File: src/sv/per_node_command_retry_tracker_macros.svh
// ----------------------------------------------------------------------------
// per_node_command_retry_tracker_macros
// Assertion macros used by the retry tracker controller.
// ----------------------------------------------------------------------------
`ifndef PER_NODE_COMMAND_RETRY_TRACKER_MACROS_SVH
`define PER_NODE_COMMAND_RETRY_TRACKER_MACROS_SVH

`ifndef NO_ASSERTIONS
// checked only while out of reset
`define PNCRT_ASSERT(lbl, clk, rst_n, prop, msg) \
    lbl: assert property (@(posedge clk) disable iff (!rst_n) prop) else $error(msg);
// checked on every edge, reset included
`define PNCRT_ASSERT_ALWAYS(lbl, clk, prop, msg) \
    lbl: assert property (@(posedge clk) prop) else $error(msg);
`else
`define PNCRT_ASSERT(lbl, clk, rst_n, prop, msg)
`define PNCRT_ASSERT_ALWAYS(lbl, clk, prop, msg)
`endif

`endif

File: src/sv/pncrt_pkg.sv
// ----------------------------------------------------------------------------
// pncrt_pkg
// Types and constants of the per-node command retry tracker.
// ----------------------------------------------------------------------------
package pncrt_pkg;

    localparam int MAX_PAYLOAD = 248;
    localparam int RETRY_MAX   = 15;

    typedef enum logic [2:0] {
        ACT_ENQUEUE = 3'd0,
        ACT_POLL    = 3'd1,
        ACT_ACK     = 3'd2,
        ACT_NACK    = 3'd3,
        ACT_TIMEOUT = 3'd4,
        ACT_CLEAR   = 3'd5
    } t_action;

    typedef enum logic [3:0] {
        EV_QUEUED        = 4'd0,
        EV_TOO_LARGE     = 4'd1,
        EV_FULL          = 4'd2,
        EV_SEND          = 4'd3,
        EV_EMPTY         = 4'd4,
        EV_WAITING       = 4'd5,
        EV_DROP_TIMEOUT  = 4'd6,
        EV_ACKED         = 4'd7,
        EV_NACK_RETRY    = 4'd8,
        EV_DROP_NACK     = 4'd9,
        EV_IGNORED       = 4'd10,
        EV_TIMEOUT_RETRY = 4'd11,
        EV_CLEARED       = 4'd12
    } t_event;

    typedef enum logic {
        CFG_RETRY_LIMIT = 1'b0,
        CFG_ACK_TIMEOUT = 1'b1
    } t_cfg_idx;

    typedef struct packed {
        t_action     action;
        logic [7:0]  node_id;
        logic [7:0]  command_kind;
        logic [7:0]  payload_length;
        logic [7:0]  response_sequence;
        logic [7:0]  response_status;
        logic [31:0] now_ms;
    } t_in_item;

    typedef struct packed {
        t_event      event_res;
        logic [7:0]  out_node_id;
        logic [7:0]  out_command_kind;
        logic [7:0]  out_sequence;
        logic [3:0]  head_retries;
        logic [2:0]  queue_count;
        logic [7:0]  echoed_status;
    } t_out_item;

    // controller -> datapath
    typedef struct packed {
        logic capture;
        logic rd_ctrl;
        logic rd_data;
        logic commit;
    } t_dp_cmd;

    // datapath -> controller
    typedef struct packed {
        logic node_ok;
    } t_dp_stat;

endpackage

File: src/sv/pncrt_ctrl.sv
// ----------------------------------------------------------------------------
// pncrt_ctrl
// Controller: sequences accept, control read, data read and update, and
// holds the result valid flag.
// ----------------------------------------------------------------------------
`include "per_node_command_retry_tracker_macros.svh"

module pncrt_ctrl import pncrt_pkg::*; (
    input  logic     i_clk,
    input  logic     i_rst_n,
    input  logic     i_in_valid,
    output logic     o_in_stall,
    output logic     o_out_valid,
    input  logic     i_out_stall,
    input  t_dp_stat i_stat,
    output t_dp_cmd  o_cmd
);

    typedef enum logic [1:0] {
        S_IDLE,
        S_CTRL,
        S_DATA,
        S_EXEC
    } t_state;

    t_state r_state;
    logic   r_out_vld;
    logic   accept;

    // result slot is free now or empties at this edge
    assign o_in_stall  = !((r_state == S_IDLE) && (!r_out_vld || !i_out_stall));
    assign accept      = i_in_valid && !o_in_stall;
    assign o_out_valid = r_out_vld;

    assign o_cmd.capture = accept;
    assign o_cmd.rd_ctrl = (r_state == S_CTRL);
    assign o_cmd.rd_data = (r_state == S_DATA);
    assign o_cmd.commit  = (r_state == S_EXEC);

    always_ff @(posedge i_clk) begin
        if (!i_rst_n) begin
            r_state   <= S_IDLE;
            r_out_vld <= 1'b0;
        end else begin
            unique case (r_state)
                S_IDLE: begin
                    if (accept) begin
                        // nodes out of range touch no memory
                        r_state <= i_stat.node_ok ? S_CTRL : S_EXEC;
                    end
                    if (r_out_vld && !i_out_stall) begin
                        r_out_vld <= 1'b0;
                    end
                end
                S_CTRL: begin
                    r_state <= S_DATA;
                    if (r_out_vld && !i_out_stall) begin
                        r_out_vld <= 1'b0;
                    end
                end
                S_DATA: begin
                    r_state <= S_EXEC;
                    if (r_out_vld && !i_out_stall) begin
                        r_out_vld <= 1'b0;
                    end
                end
                S_EXEC: begin
                    r_state   <= S_IDLE;
                    r_out_vld <= 1'b1;
                end
                default: begin
                    r_state <= S_IDLE;
                end
            endcase
        end
    end

    `PNCRT_ASSERT(a_exec_slot_free, i_clk, i_rst_n, (r_state == S_EXEC) |-> !(r_out_vld && i_out_stall), "result slot busy at update")
    `PNCRT_ASSERT(a_vld_from_exec, i_clk, i_rst_n, $rose(r_out_vld) |-> $past(r_state == S_EXEC), "result valid without update")
    `PNCRT_ASSERT(a_accept_leaves_idle, i_clk, i_rst_n, accept |=> (r_state != S_IDLE), "accepted beat not processed")
    `PNCRT_ASSERT_ALWAYS(a_reset_clears, i_clk, !i_rst_n |=> (r_state == S_IDLE) && !r_out_vld, "reset did not clear control")

endmodule

File: config.mk
export PLATFORM = sky130hd
export DESIGN_NAME = pncrt_ctrl
export DESIGN_NICKNAME = d
export VERILOG_FILES = /design/src/sv/pncrt_pkg.sv /design/src/sv/pncrt_ctrl.sv
export VERILOG_INCLUDE_DIRS = /design/src /design/src/sv
export SDC_FILE = /design/constraint.sdc
export NUM_CORES = 1
export LEC_CHECK = 0
export BUFFER_PORTS_ARGS = -buffer_cell sky130_fd_sc_hd__buf_2
export CAP_MARGIN = 20
export CELL_PAD_IN_SITES_DETAIL_PLACEMENT = 0
export CELL_PAD_IN_SITES_GLOBAL_PLACEMENT = 1
export CORE_AREA = 3 3 40 42
export DETAILED_ROUTE_END_ITERATION = 12
export DIE_AREA = 0 0 43 45
export PLACE_DENSITY = 0.47
export RECOVER_POWER = 100
export SYNTH_ARGS = -nofsm -noshare
export SYNTH_HDL_FRONTEND = slang
export SYNTH_SLANG_ARGS = --single-unit
File: constraint.sdc
create_clock -name i_clk -period 3.2 [get_ports i_clk]
set_clock_uncertainty 0.15 [all_clocks]
set_input_delay 0.64 -clock i_clk [delete_from_list [all_inputs] [get_ports i_clk]]
set_output_delay 0.64 -clock i_clk [all_outputs]
set_load 0.03 [all_outputs]
==> metrics.csv <==
stage;metric;value;unit
global_routing;grt_use_total;5.158;%
cts;cts_setup_buffers;0;
pwr;p_leak;0.1470;nW
pwr;irDropWorstVdd;0.0002020;V
pwr;power.total;0.3260;mW
yosys;ys_ff_latch;3;
worst_setup_path;worstRegToRegCells;4;
global_routing;grt_pass1_wl;710;µm
cts;clockBufferDepth;2;
timing;fin_crit_sh;65.96;%
timing;totalNegativeSetupSlack;0;ps
yosys;synth_area;216.5;µm²
placement;hpwl;398.9;µm
cts;clkTransAtPathRegs;40;ps
worst_setup_path;endpoint;o_cmd[3];
yosys;yosysSeqAreaShare;27.75;%
worst_setup_path;crit_type;flop to primary output;
worst_setup_path;critPathMaxFanout;4;
yosys;synth_top_family_by_area;adder cells;
yosys;syn_inst;24;
worst_setup_path;endpoint_kind;primary output;
timing;period_minus_slack;2111;ps
cts;clockRootBuffer;clkbuf_4;
final_layout;nNetsFinal;48;
worst_setup_path;r2r_end;r_state[0]$_SDFFE_PN0P_;
timing;relSlewSlack;75.31;%
drt;wl_per_cell;9.135;µm
timing;setup_viol;0;
global_routing;grt_use_met2;9.281;%
yosys;synth.mux.area_fraction;9.249;%
final_layout;area_delta_synth_final;36.99;%
hold_path;min_path_type;flop to flop;
final_layout;antenna_cells;0;
global_routing;use_met3;3.586;%
drt;wl;475;µm
worst_setup_path;cp.required;2410;ps
cts;tritoncts;yes;
drt;drc_errors;0;
timing;rsz0062_at_grt;false;
yosys;synth_compound_area_share;12.72;%
worst_setup_path;worst_ep_arrival_time;1320;ps
die;die_h;45;µm
worst_setup_path;r2r-start;r_state[0]$_SDFFE_PN0P_;
yosys;ys_types;12;
run_status;status;completed;
drt;vias_per_cell;3.731;
timing;worst_slew_pin_slew;372.0;ps
timing;post-route-worst-setup-slack;1089;ps
placement;post-place-ws;1226;ps
worst_setup_path;r2r_slack;1840;ps
timing;hold_ws;359.4;ps
die;ios;11;
cts;clock_sinks;3;
yosys;syn-mean-instance-area;9.019;µm²
timing;max_freq;473.8;MHz
drt;firstDrtPassIters;1;
worst_setup_path;worstSetupStartpoint;r_state[0]$_SDFFE_PN0P_;
placement;place_congestion;0.6856;
placement;portBuffers;10;
yosys;yosys_warnings;0;
die;design.core.area;1285;µm²
global_routing;grt.busiest_layer;met2;
die;die_area;1935;µm²
global_routing;grt_max_degree;6;
drt;drtIter0Drc;0;
drt;vias;194;
pwr;powerDensity;1099;nW/µm²
final_layout;layout-drive-gt1-share;18.92;%
yosys;postSynthNetCount;34;
cts;numCtsBuffers;3;
cts;clk_latency;230;ps
cts;postCtsHoldBufs;0;
worst_setup_path;cp-start-kind;flop;
yosys;synth-simple-area-share;14.45;%
global_routing;grt_overflow;0;
yosys;synthAdderAreaFrac;28.90;%
cts;cts_resized;0;
die;die_x;43;µm
drt;ant_nets;0;
cts;htree_levels;1;
timing;finalHoldViolations;0;
global_routing;grt_pass1_vias;184;
die;start_util;16.85;%
global_routing;antenna_found_initial;0;
global_routing;grt_use_met1;4.567;%
yosys;synth-xor-area-share;0;%
timing;slew_viol_final;0;
die;row_count;13;
job;cap_violations;0;
layout make-up:
cell class / count / area (µm²)
fill: 144 / 988.4
multi-input combinational: 18 / 141.4
sequential: 3 / 60.06
timing repair buffer: 10 / 42.54
clock buffer: 4 / 26.28
tap: 15 / 18.77
inverter: 2 / 7.507
report_power, final:
| part | switching [mW] | internal, mW | total (mW) |
|---|---|---|---|
| clock network | 0.0183 | 0.0467 | 0.0650 |
| registers | 0.0152 | 0.0529 | 0.0681 |
| logic | 0.133 | 0.0600 | 0.193 |
cell usage after synthesis, drive strengths merged:
cell | n | area [µm²]
a21bo | 1 | 10.01
a21oi | 1 | 5.000
and3 | 1 | 6.260
buf | 1 | 7.510
dfxtp | 3 | 60.06
ha | 5 | 62.56
inv | 2 | 7.510
mux2i | 2 | 20.02
nand2 | 5 | 18.77
nor2b | 1 | 6.260
o211ai | 1 | 7.510
o21ai | 1 | 5.000
layer usage:
metal  wire length, µm  vias up
met3                49        0
met2               233        8
met5                 0        -
met1               192       81
met4                 0        0
li1                  -      105
critical path, cell delays in order, from the launching register on:
cell and delay [ps]:
dfxtp_1 330, inv_1 120, ha_1 190, and3_1 150, clkbuf_1 300
state kept, by name, summed over array words and instances (netlist names):
signal,count
o_out_valid,1
r_state,2
kinds of logic after synthesis:
family	after synthesis
adder cells (fa/ha/maj)	5
AO/OA/AOI/OAI	4
multiplexers	2
flip-flops	3
AND/OR/NAND/NOR	7
buffers and inverters	3
through the flow:
step                instance area [µm²]  instances  util (%)
floorplan                         216.5         24         -
global placement                  277.8         48     21.62
detailed placement                277.8         48     21.62
CTS                               304.0         52     23.66
global route                      296.5         52     23.08
finish                            296.5         52     23.08
how the worst min path moves through the flow:
| stage | from | to | cells after the start |
|---|---|---|---|
| finish | r_state[1]$_SDFFE_PN0P_ | r_state[1]$_SDFFE_PN0P_ | 2 |
| global route | r_state[0]$_SDFFE_PN0P_ | r_state[0]$_SDFFE_PN0P_ | 2 |
| CTS | r_state[1]$_SDFFE_PN0P_ | r_state[1]$_SDFFE_PN0P_ | 2 |
| detailed placement | r_state[1]$_SDFFE_PN0P_ | r_state[1]$_SDFFE_PN0P_ | 2 |
| global placement | r_state[0]$_SDFFE_PN0P_ | r_state[0]$_SDFFE_PN0P_ | 2 |
| floorplan | r_state[1]$_SDFFE_PN0P_ | r_state[1]$_SDFFE_PN0P_ | 2 |
placed cells by master, fill, tap and decap left out, drive strengths merged:
cell type / Yosys / final
inv: 2 / 2
and3: 1 / 1
o211ai: 1 / 1
nand2: 5 / 5
buf: 1 / 4
mux2i: 2 / 2
o21ai: 1 / 1
a21bo: 1 / 1
clkbuf: 0 / 10
a21oi: 1 / 1
ha: 5 / 5
dfxtp: 3 / 3
nor2b: 1 / 1
No activity file was read; power rests on OpenSTA's default activity.
